<file path="src/rtl/cts_pkg.sv">
package cts_pkg;

    // Opcodes of the command channel.
    typedef enum logic [2:0] {
        OP_ADD   = 3'd0,
        OP_DEL   = 3'd1,
        OP_TICK  = 3'd2,
        OP_DISP  = 3'd3,
        OP_QUERY = 3'd4
    } op_e;

    // Result status codes.
    localparam logic [1:0] ST_OK   = 2'd0;
    localparam logic [1:0] ST_DUP  = 2'd1;
    localparam logic [1:0] ST_FULL = 2'd2;
    localparam logic [1:0] ST_NONE = 2'd3;

    // At most this many tasks are named by one dispatch.
    localparam int MAX_RESULTS = 16;
    localparam int NW = $clog2(MAX_RESULTS + 1);

    // Reciprocal of ten: x / 10 == (x * RECIP10) >> 35 for every 32-bit x.
    localparam logic [31:0] RECIP10 = 32'hCCCC_CCCD;

    typedef struct packed {
        logic [2:0]  opcode;
        logic [7:0]  task_id;
        logic [31:0] delay_ms;
        logic [31:0] period_ms;
    } cts_in_t;

    typedef struct packed {
        logic [7:0] run_id;
        logic       run_valid;
        logic [1:0] status;
        logic       last;
    } cts_out_t;

    // One table entry.
    typedef struct packed {
        logic [7:0]  task_id;
        logic [28:0] delay;
        logic [28:0] period;
        logic [7:0]  pending;
    } entry_t;

    typedef enum logic [2:0] {
        S_IDLE,
        S_DIV_D,
        S_DIV_P,
        S_RD,
        S_PROC,
        S_FIN
    } state_e;

    // Commands from the controller to the datapath.
    typedef struct packed {
        logic load;
        logic div_d;
        logic div_p;
        logic rd;
        logic proc;
        logic fin;
    } cmd_t;

    // Status from the datapath to the controller.
    typedef struct packed {
        logic count_zero;
        logic walk_last;
        logic blocked;
        logic out_free;
    } stat_t;

endpackage

</file>
<file path="src/rtl/cooperative_task_scheduler.sv">
// Channel   Signals                     Payload
// command   cmd_valid / cmd_stall       cmd (opcode, task_id, delay_ms, period_ms)
// result    res_valid / res_stall       res (run_id, run_valid, status, last)
//
// A command is dominated by the walk through the task table: each entry takes a
// registered read in S_RD and then an update, with the write-back, in S_PROC.
// Reset clears the task count and the output valid flag; table contents need none.
// A stalled result register holds the walk only when a further result is ready.
module cooperative_task_scheduler
    import cts_pkg::*;
    #(
        parameter int MAX_TASKS = 16
    )
    (
        input  logic     clk,
        input  logic     rst_n,
        input  logic     cmd_valid,
        output logic     cmd_stall,
        input  cts_in_t  cmd,
        output logic     res_valid,
        input  logic     res_stall,
        output cts_out_t res
    );

    cmd_t  ctl_cmd;
    stat_t dp_st;

    cts_ctrl u_ctrl (
        .clk       (clk),
        .rst_n     (rst_n),
        .cmd_valid (cmd_valid),
        .cmd_stall (cmd_stall),
        .st        (dp_st),
        .cmd       (ctl_cmd)
    );

    cts_dp #(.MAX_TASKS(MAX_TASKS)) u_dp (
        .clk       (clk),
        .rst_n     (rst_n),
        .cmd_data  (cmd),
        .cmd       (ctl_cmd),
        .st        (dp_st),
        .res_valid (res_valid),
        .res_stall (res_stall),
        .res       (res)
    );

endmodule

</file>
<file path="src/rtl/cts_ram.sv">
module cts_ram
    #(
        parameter int WIDTH = 8,
        parameter int DEPTH = 16,
        parameter int AW    = 4
    )
    (
        input  logic             clk,
        input  logic             we,
        input  logic [AW-1:0]    waddr,
        input  logic [WIDTH-1:0] wdata,
        input  logic             re,
        input  logic [AW-1:0]    raddr,
        output logic [WIDTH-1:0] rdata
    );

    logic [WIDTH-1:0] mem [DEPTH];

    // One write port and one registered read port.
    always_ff @(posedge clk)
    begin
        if (we)
        begin
            mem[waddr] <= wdata;
        end
        if (re)
        begin
            rdata <= mem[raddr];
        end
    end

endmodule

</file>
<file path="src/rtl/cts_ctrl.sv">
module cts_ctrl
    import cts_pkg::*;
    (
        input  logic  clk,
        input  logic  rst_n,
        input  logic  cmd_valid,
        output logic  cmd_stall,
        input  stat_t st,
        output cmd_t  cmd
    );

    state_e state_reg, state_next;

    // State register.
    always_ff @(posedge clk or negedge rst_n)
    begin
        if (!rst_n)
        begin
            state_reg <= S_IDLE;
        end
        else
        begin
            state_reg <= state_next;
        end
    end

    // Next state and commands.
    always_comb
    begin
        state_next = state_reg;
        cmd        = '0;
        cmd_stall  = 1'b1;
        case (state_reg)
            S_IDLE:
            begin
                cmd_stall = 1'b0;
                if (cmd_valid)
                begin
                    cmd.load   = 1'b1;
                    state_next = S_DIV_D;
                end
            end
            S_DIV_D:
            begin
                cmd.div_d  = 1'b1;
                state_next = S_DIV_P;
            end
            S_DIV_P:
            begin
                cmd.div_p  = 1'b1;
                state_next = st.count_zero ? S_FIN : S_RD;
            end
            S_RD:
            begin
                cmd.rd     = 1'b1;
                state_next = S_PROC;
            end
            S_PROC:
            begin
                if (!st.blocked)
                begin
                    cmd.proc   = 1'b1;
                    state_next = st.walk_last ? S_FIN : S_RD;
                end
            end
            S_FIN:
            begin
                if (st.out_free)
                begin
                    cmd.fin    = 1'b1;
                    state_next = S_IDLE;
                end
            end
            default:
            begin
                state_next = S_IDLE;
            end
        endcase
    end

endmodule

</file>
<file path="src/rtl/cts_dp.sv">
module cts_dp
    import cts_pkg::*;
    #(
        parameter int MAX_TASKS = 16
    )
    (
        input  logic     clk,
        input  logic     rst_n,
        input  cts_in_t  cmd_data,
        input  cmd_t     cmd,
        output stat_t    st,
        output logic     res_valid,
        input  logic     res_stall,
        output cts_out_t res
    );

    localparam int IW = (MAX_TASKS > 1) ? $clog2(MAX_TASKS) : 1;
    localparam int CW = $clog2(MAX_TASKS + 1);
    localparam int EW = $bits(entry_t);

    logic [2:0]  op_reg;
    logic [7:0]  id_reg;
    logic [31:0] dms_reg, pms_reg;
    logic [28:0] dly_reg, per_reg;
    logic [CW-1:0] r_reg, w_reg, count_reg;
    logic [NW-1:0] n_reg;
    logic        found_reg, held_valid_reg;
    logic [7:0]  held_id_reg;
    logic        out_valid_reg;
    cts_out_t    out_reg;

    entry_t      rd_ent, new_ent;
    logic        keep, emit, match, push, out_free;
    logic [31:0] div_in;
    logic [63:0] prod;
    logic        we;
    logic [IW-1:0] waddr;
    entry_t      wdata;
    cts_out_t    push_data;
    logic        add_ok;
    logic [EW-1:0] rdata_raw;

    cts_ram #(.WIDTH(EW), .DEPTH(MAX_TASKS), .AW(IW)) u_table (
        .clk   (clk),
        .we    (we),
        .waddr (waddr),
        .wdata (wdata),
        .re    (cmd.rd),
        .raddr (r_reg[IW-1:0]),
        .rdata (rdata_raw)
    );

    assign rd_ent = entry_t'(rdata_raw);

    // Divide by ten through the reciprocal; one multiply per cycle.
    assign div_in = cmd.div_p ? pms_reg : dms_reg;
    assign prod   = {32'd0, div_in} * {32'd0, RECIP10};

    // Per-entry update of the walk.
    always_comb
    begin
        new_ent = rd_ent;
        keep    = 1'b1;
        emit    = 1'b0;
        match   = (rd_ent.task_id == id_reg);
        case (op_reg)
            OP_TICK:
            begin
                if (rd_ent.delay != '0)
                begin
                    new_ent.delay = rd_ent.delay - 29'd1;
                end
                else
                begin
                    if (rd_ent.pending != 8'hFF)
                    begin
                        new_ent.pending = rd_ent.pending + 8'd1;
                    end
                    new_ent.delay = rd_ent.period;
                end
            end
            OP_DISP:
            begin
                if (rd_ent.pending != 8'd0 && n_reg < NW'(MAX_RESULTS))
                begin
                    emit            = 1'b1;
                    new_ent.pending = rd_ent.pending - 8'd1;
                    if (rd_ent.period == '0)
                    begin
                        keep = 1'b0;
                    end
                end
            end
            OP_DEL:
            begin
                if (match)
                begin
                    keep = 1'b0;
                end
            end
            default:
            begin
                keep = 1'b1;
            end
        endcase
    end

    assign out_free = !out_valid_reg || !res_stall;
    assign add_ok   = (op_reg == OP_ADD) && !found_reg && (w_reg != CW'(MAX_TASKS));

    assign st.count_zero = (count_reg == '0);
    assign st.walk_last  = ((r_reg + CW'(1)) == count_reg);
    assign st.blocked    = emit && held_valid_reg && !out_free;
    assign st.out_free   = out_free;

    // Table write: compaction during the walk, append at the end of an add.
    always_comb
    begin
        we    = 1'b0;
        waddr = w_reg[IW-1:0];
        wdata = new_ent;
        if (cmd.proc && keep)
        begin
            we = 1'b1;
        end
        else if (cmd.fin && add_ok)
        begin
            we    = 1'b1;
            wdata = '{task_id: id_reg, delay: dly_reg, period: per_reg, pending: 8'd0};
        end
    end

    // Result to transfer to the output register.
    always_comb
    begin
        push      = 1'b0;
        push_data = '{run_id: id_reg, run_valid: 1'b0, status: ST_NONE, last: 1'b1};
        if (cmd.proc && emit && held_valid_reg)
        begin
            push      = 1'b1;
            push_data = '{run_id: held_id_reg, run_valid: 1'b1, status: ST_OK, last: 1'b0};
        end
        else if (cmd.fin)
        begin
            push = 1'b1;
            case (op_reg)
                OP_ADD:
                begin
                    if (found_reg)
                    begin
                        push_data.status = ST_DUP;
                    end
                    else if (!add_ok)
                    begin
                        push_data.status = ST_FULL;
                    end
                    else
                    begin
                        push_data.status = ST_OK;
                    end
                end
                OP_DEL, OP_QUERY:
                begin
                    push_data.status = found_reg ? ST_OK : ST_NONE;
                end
                OP_TICK:
                begin
                    push_data.run_id = 8'd0;
                    push_data.status = ST_OK;
                end
                OP_DISP:
                begin
                    if (held_valid_reg)
                    begin
                        push_data.run_id    = held_id_reg;
                        push_data.run_valid = 1'b1;
                        push_data.status    = ST_OK;
                    end
                    else
                    begin
                        push_data.run_id = 8'd0;
                    end
                end
                default:
                begin
                    push_data.status = ST_NONE;
                end
            endcase
        end
    end

    // Control registers.
    always_ff @(posedge clk or negedge rst_n)
    begin
        if (!rst_n)
        begin
            count_reg      <= '0;
            out_valid_reg  <= 1'b0;
            held_valid_reg <= 1'b0;
            r_reg          <= '0;
            w_reg          <= '0;
            n_reg          <= '0;
            found_reg      <= 1'b0;
        end
        else
        begin
            if (push)
            begin
                out_valid_reg <= 1'b1;
            end
            else if (!res_stall)
            begin
                out_valid_reg <= 1'b0;
            end
            if (cmd.load)
            begin
                r_reg          <= '0;
                w_reg          <= '0;
                n_reg          <= '0;
                found_reg      <= 1'b0;
                held_valid_reg <= 1'b0;
            end
            if (cmd.proc)
            begin
                r_reg <= r_reg + CW'(1);
                if (keep)
                begin
                    w_reg <= w_reg + CW'(1);
                end
                if (match)
                begin
                    found_reg <= 1'b1;
                end
                if (emit)
                begin
                    held_valid_reg <= 1'b1;
                    n_reg          <= n_reg + NW'(1);
                end
            end
            if (cmd.fin)
            begin
                count_reg <= add_ok ? (w_reg + CW'(1)) : w_reg;
            end
        end
    end

    // Payload registers.
    always_ff @(posedge clk)
    begin
        if (cmd.load)
        begin
            op_reg  <= cmd_data.opcode;
            id_reg  <= cmd_data.task_id;
            dms_reg <= cmd_data.delay_ms;
            pms_reg <= cmd_data.period_ms;
        end
        if (cmd.div_d)
        begin
            dly_reg <= prod[63:35];
        end
        if (cmd.div_p)
        begin
            per_reg <= prod[63:35];
        end
        if (cmd.proc && emit)
        begin
            held_id_reg <= rd_ent.task_id;
        end
        if (push)
        begin
            out_reg <= push_data;
        end
    end

    assign res_valid = out_valid_reg;
    assign res       = out_reg;

endmodule

</file>
<file path="config.mk">
export PLATFORM = sky130hd
export DESIGN_NAME = cooperative_task_scheduler
export DESIGN_NICKNAME = d
export VERILOG_FILES = /design/src/rtl/cts_pkg.sv /design/src/rtl/cooperative_task_scheduler.sv /design/src/rtl/cts_ram.sv /design/src/rtl/cts_ctrl.sv /design/src/rtl/cts_dp.sv
export SDC_FILE = /design/constraint.sdc
export NUM_CORES = 2
export LEC_CHECK = 0
export BUFFER_PORTS_ARGS = -buffer_cell sky130_fd_sc_hd__buf_2
export CORE_MARGIN = 5
export CORE_UTILIZATION = 64
export CTS_CLUSTER_DIAMETER = 50
export CTS_CLUSTER_SIZE = 40
export DETAILED_ROUTE_END_ITERATION = 12
export GPL_ROUTABILITY_DRIVEN = 0
export PLACE_DENSITY = 0.81
export SLEW_MARGIN = 20
export SYNTH_ARGS = -nofsm -noshare
export SYNTH_HDL_FRONTEND = slang
export SYNTH_SLANG_ARGS = --single-unit
export TNS_END_PERCENT = 50
</file>
<file path="constraint.sdc">
create_clock -name clk -period 12.68 [get_ports clk]
set_input_delay 2.536 -clock clk [delete_from_list [all_inputs] [get_ports clk]]
set_output_delay 2.536 -clock clk [all_outputs]
set_load 0.01 [all_outputs]
</file>
Yosys cells after proc, flatten, opt, wreduce, memory -nomap -nowiden
Memories as Yosys holds them, arrays and structs flattened. A register that Yosys moved wholly into a read port is not among the register bits.
Cells that the tools add are included.
{"block": "totals", "reg_bits": 179, "ramBits": 1184, "inputBits": 79, "out_inout_bits": 14, "wordCells": 133, "memories": 1}
{"name": "u_dp.u_table.mem", "words": 16, "word_bits": 74, "rd": 1, "rd_clocked_by_memory_dff": 1, "wr": 1, "line_no": "cts_ram.sv:17", "source": "logic [WIDTH-1:0] mem [DEPTH];"}
{"block": "op_classes", "addsub": 6, "n_mul": 1, "magnitude_cmp": 1, "n_eq_ne": 17, "n_mux": 65, "reduce_logical": 23}
{"op": "$mux W74", "n": 2}
{"op": "$mul A32 B32 Y64 const B", "n": 1}
{"op": "$mux W29", "n": 2}
{"op": "$mux W5", "n": 9}
{"op": "$mux W32", "n": 1}
{"op": "$mux W8", "n": 4}
{"op": "$pmux W8 S2", "n": 2}
{"op": "$mux W1", "n": 31}
{"op": "$logic_not A29 Y1", "n": 1}
{"op": "$reduce_bool A29 Y1", "n": 1}
{"op": "$sub A29 B1 Y29 const B", "n": 1}
{"op": "$mux W11", "n": 2}
{"op": "$mux W3", "n": 6}
{"op": "$pmux W3 S6", "n": 1}
{"op": "$add A5 B1 Y5 const B", "n": 3}
{"op": "$eq A3 B2 Y1 const B", "n": 4}
{"op": "$eq A3 B3 Y1 const B", "n": 3}
{"op": "$logic_and A1 B1 Y1", "n": 9}
{"op": "$add A8 B1 Y8 const B", "n": 1}
{"op": "$eq A8 B8 Y1", "n": 1}
{"op": "$ne A8 B8 Y1 const B", "n": 1}
{"op": "$pmux W2 S4", "n": 1}
{"op": "$reduce_bool A8 Y1", "n": 1}
{"op": "$sub A8 B1 Y8 const B", "n": 1}
{"op": "other kinds (15)", "n": 24}

Logic depth before layout (Yosys ltp)
{"block": "logic_depth", "word_depth": 12, "mapped_depth": 31, "mapped_depth_nobuf": 28}

Cells and area by module
From an unflattened synthesis, not the netlist that was laid out.
{"block": "hier_totals", "cells_unflattened": 4427, "area_unflattened_um2": 72037.8}
{"mod": "cts_ram", "instances": 1, "cells_each": 1901, "area_per_inst_um2": 46494.6, "seq_area_each_um2": 37776.2}
{"mod": "cts_dp", "instances": 1, "cells_each": 2498, "area_per_inst_um2": 25324.3, "seq_area_each_um2": 5170.0}
{"mod": "cts_ctrl", "instances": 1, "cells_each": 28, "area_per_inst_um2": 219.0, "seq_area_each_um2": 75.1}

Worst setup path after synthesis
OpenSTA, ideal clock, no wires.
{"block": "synth_timing", "path_type": "reg-to-reg", "from": "register u_ctrl.state_reg[2]", "to": "register u_dp.dly_reg[26] (data pin)", "setup_ps": 221, "t_arrival_ps": 9194, "required_time_ps": 12459, "setup_slack_ps": 3265, "path_stages_with_launch": 32, "n_path_buf": 5, "period_less_slack_ps": 9415, "cell_sequence": "dfrtp_1 buf_2 nor3b_1 buf_4 clkbuf_1 clkbuf_1 mux2_2 ha_1 inv_1 fa_1 inv_1 fa_1 inv_1 fa_1 inv_1 fa_1 fa_1 fa_1 inv_1 fa_1 inv_1 ha_1 clkbuf_1 a21o_1 a21o_1 a21o_1 a221o_1 a22oi_1 o21ai_0 o21ai_0 a21oi_1 o311ai_0"}
{"block": "synth_via", "elab_chain_cells": 4}
{"element": "from (decl)", "line_no": "cts_ctrl.sv:12", "source": "state_e state_reg, state_next;"}
{"element": "from (signal assigned)", "line_no": "cts_ctrl.sv:23", "source": "state_reg <= state_next;"}
{"element": "$eq A3 B2 Y1", "line_no": "cts_ctrl.sv:33", "source": "case (state_reg)"}
{"element": "$mux W1", "line_no": "cts_ctrl.sv:33"}
{"element": "$mux W32", "line_no": "cts_dp.sv:56", "source": "assign div_in = cmd.div_p ? pms_reg : dms_reg;"}
{"element": "$mul A32 B32 Y64", "line_no": "cts_dp.sv:57", "source": "assign prod = {32'd0, div_in} * {32'd0, RECIP10};"}
{"element": "net u_dp.prod[61]", "line_no": "cts_dp.sv:35", "source": "logic [63:0] prod;"}
{"element": "to (signal assigned)", "line_no": "cts_dp.sv:259", "source": "dly_reg <= prod[63:35];"}
{"element": "to (decl)", "line_no": "cts_dp.sv:24", "source": "logic [28:0] dly_reg, per_reg;"}
The timed path passes the listed nets, and every way through them passes these cells.
A chain may end at the register's enable or synchronous reset.

Worst setup path after layout
Same ends and word-level chain as after synthesis.

==> summary.md <==
| Metric | Value |
|---|---|
| Most used cell, CP | `fa_1` |
| Synthesized flop and latch total | `1437` |
| FMAX | `0.09995 GHz` |
| H-tree levels | `3` |
| Max_slew headroom | `0.2250` |
| Core area | `0.1123 mm2` |
| Postcts setup bufs | `0` |
| Area grow syn2layout | `9.190%` |
| Max-cap viol count | `0` |
| CP arrival | `10450 ps` |
| Storage element area | `0.04304 mm2` |
| Hold Buf Count CTS | `0` |
| Die area | `0.1196 mm2` |
| Vias | `39700` |
| Placed Area | `0.07474 mm2` |
| Synth Warn # | `0` |
| Post_cts resized | `0` |
| Initial Util | `0.6427` |
| Max FO, Critical Path | `34` |
| Hold Crit Class | `flip-flop to flip-flop` |
| Kind of start point of the critical path | `flip-flop` |
| Status | `complete, no violations` |
| Max clock buf depth | `3` |
| Max Transition Viols Final | `0` |
| RSZ-0062 raised after global routing | `false` |
| Wirelength, routed | `184800 um` |
| I/O Pins | `93` |
| CTS Root Cell | `clkbuf_16` |
| DRC Markers | `0` |
| Multi-input gate area | `0.02670 mm2` |
| Finished Cell Area | `0.07885 mm2` |
| Routed WL per cell | `30.75 um` |
| Final min period | `10010 ps` |
| Worst slack, placed | `2982 ps` |
| Vias in the first global route | `41040` |
| Inserted Clock Buffers | `109` |
| Tightest Pin Transition | `1163 ps` |
| Post-detailed-route count of antenna-violating nets | `0` |
| Setup CP Type | `flip-flop to flip-flop` |
| Synth Net Count | `5087` |
| Setup violations, final | `0` |
| Clk pin slew, worst setup/hold paths | `80 ps` |
| Largest Register | `u_dp.u_table.mem` |
| EDFF count, synth | `1411` |
| Die extent in x | `345.9 um` |
| Final setup TNS | `0 ps` |
| Clock sinks | `1437` |
| First-pass GRT wire length | `271700 um` |
| Post-Synthesis Cell Area | `0.07221 mm2` |
| Sequential cell area fraction in the yosys report | `0.5958` |
| GRT Total Usage | `0.3096` |
| Non-Filler Instances | `6008` |
| Drt first-iter violations | `5605` |
| CTS tree | `yes` |
| Insertion delay to the later sink of the worst-skew pair | `740 ps` |
| Worst path max stage delay | `880 ps` |
| Mapped Cells | `4273` |
| Via/cell ratio | `6.607` |
| # rows | `123` |
| Tcrit/Tclk final | `0.7890` |
| Congestion Overflow GR | `0` |
| Largest net degree at the start of global routing | `140` |
| Top flop regs | `u_dp.u_table.mem (1184), u_dp.u_table.rdata (74)` |
| Setup crit end kind | `flip-flop` |
| FILL cells | `6774` |
| Initial antenna violation count | `1` |
| Placed cells | `5801` |
| Critical path's slowest cell | `mux2i_1` |
| IO Port Bufs | `92` |
| Final worst slack | `2675 ps` |
| Synth Flop Type | `edfxtp_1` |
| Synth Area per Inst | `16.90 um2` |
| Clock skew | `70.05 ps` |
| Final number of hold-violating endpoints | `0` |
| Final net count | `5227` |
| Worst EP required | `13120 ps` |
| Final HPWL DP | `115200 um` |
| Unique masters post-synth | `77` |
| Drt first pass iters | `8` |
| Die height | `345.9 um` |
| Asr flop ratio synth | `0.01809` |
| Share of cells above drive strength 1 | `0.1818` |
| Max reg flops | `1184` |
==> critical path: cells and delay by family (launching register included) <==
family          cells  cell delay, ps
buf+inv             4             840
xor+xnor            1             200
flops               1             490
compound gates      8            2750
simple gates        3             530
fa+ha+maj           9            4010
mux                 1             880
==> final cells by class <==
type | count | share of cell area
clock inverters | 89 | 0.01592
clock buffers | 115 | 0.03515
inverters | 568 | 0.02706
diodes | 2 | 0.00006348
multi-input cells | 2129 | 0.3386
well taps | 1500 | 0.02380
flip-flops and latches | 1437 | 0.5458
repair buffers | 168 | 0.01358
==> synthesized netlist by cell type, types with 6 or more instances <==
library cell,number,area share
clkbuf_1,105,0.0055
nor3_1,29,0.0020
fa_1,386,0.11
nand4_1,24,0.0021
inv_1,568,0.030
a211oi_1,7,0.00073
edfxtp_1,1411,0.59
nor4_1,14,0.0012
or3_1,12,0.0010
o21a_1,8,0.00083
ha_1,349,0.060
a31oi_1,17,0.0015
xor2_1,46,0.0056
o22ai_1,8,0.00069
nor2_1,116,0.0060
and2_1,12,0.0010
o21ai_0,70,0.0049
xnor2_1,63,0.0076
mux2_2,34,0.0053
a221oi_1,6,0.00073
nand2b_1,14,0.0012
dfrtp_1,26,0.0090
a22o_1,9,0.0011
a21oi_1,94,0.0065
o21bai_1,6,0.00062
buf_1,28,0.0015
o41ai_1,6,0.00073
a21o_1,41,0.0043
nand2_1,230,0.012
a311oi_1,7,0.00085
mux4_2,370,0.12
nor2b_1,7,0.00061
and3_1,17,0.0015
mux2i_1,20,0.0028
nand3_1,36,0.0025
o31ai_1,9,0.00094
==> path summary, 6_finish.rpt <==
check / start / end / slack, ps / cells past startpoint
setup reg to reg: u_ctrl.state_reg[2]$_DFFE_PN0P_ / u_dp.dly_reg[26]$_DFFE_PP_ / 2670 / 26
max in group asynchronous: rst_n / u_dp.r_reg[1]$_DFFE_PN0P_ / 10350 / 1
hold reg to reg: u_dp.u_table.rdata[67]$_DFFE_PN_ / u_dp.held_id_reg[1]$_DFFE_PP_ / 510 / 0
setup / recovery: u_ctrl.state_reg[2]$_DFFE_PN0P_ / u_dp.dly_reg[26]$_DFFE_PP_ / 2670 / 26
min in group asynchronous: rst_n / u_dp.w_reg[2]$_DFF_PN0_ / 1820 / 1
hold / removal: u_dp.u_table.rdata[67]$_DFFE_PN_ / u_dp.held_id_reg[1]$_DFFE_PP_ / 510 / 0
==> cells in the final DEF (no fill, tap or decap), types with 72 or more instances in the layout <==
cell / count
fa_1: 386
nand2_1: 229
buf_2: 92
a21oi_1: 93
buf_4: 72
edfxtp_1: 1411
ha_1: 349
mux4_2: 370
inv_1: 567
nor2_1: 104
clkbuf_16: 110
==> metal layers <==
layer  share of wire  vias to the layer above  track usage
met3            0.11                      533      0.07117
met4           0.045                        0       0.1106
met5               0                        -            0
li1                -                    16190            -
met2            0.48                     2726       0.4964
met1            0.36                    20240       0.4271
==> through the flow <==
step | hold slack (ps) | utilization
2_1_floorplan | 439.3 | -
3_3_place_gp | 477.8 | 0.6653
3_5_place_dp | 489.5 | 0.6653
4_1_cts | 506.2 | 0.7011
5_1_grt | 512.8 | 0.7018
6_report | 506.7 | 0.7018
==> cells by family after synthesis <==
kind of cell | synth area share
multiplexers | 0.1235
AND/OR/NAND/NOR | 0.03400
flip-flops | 0.5958
buffers and inverters | 0.03701
AO/OA/AOI/OAI | 0.02902
adder cells (fa/ha/maj) | 0.1675
XOR/XNOR | 0.01322
Power is not shown: default switching activity piles up to over one toggle a cycle in this logic, so the estimate is an artifact.
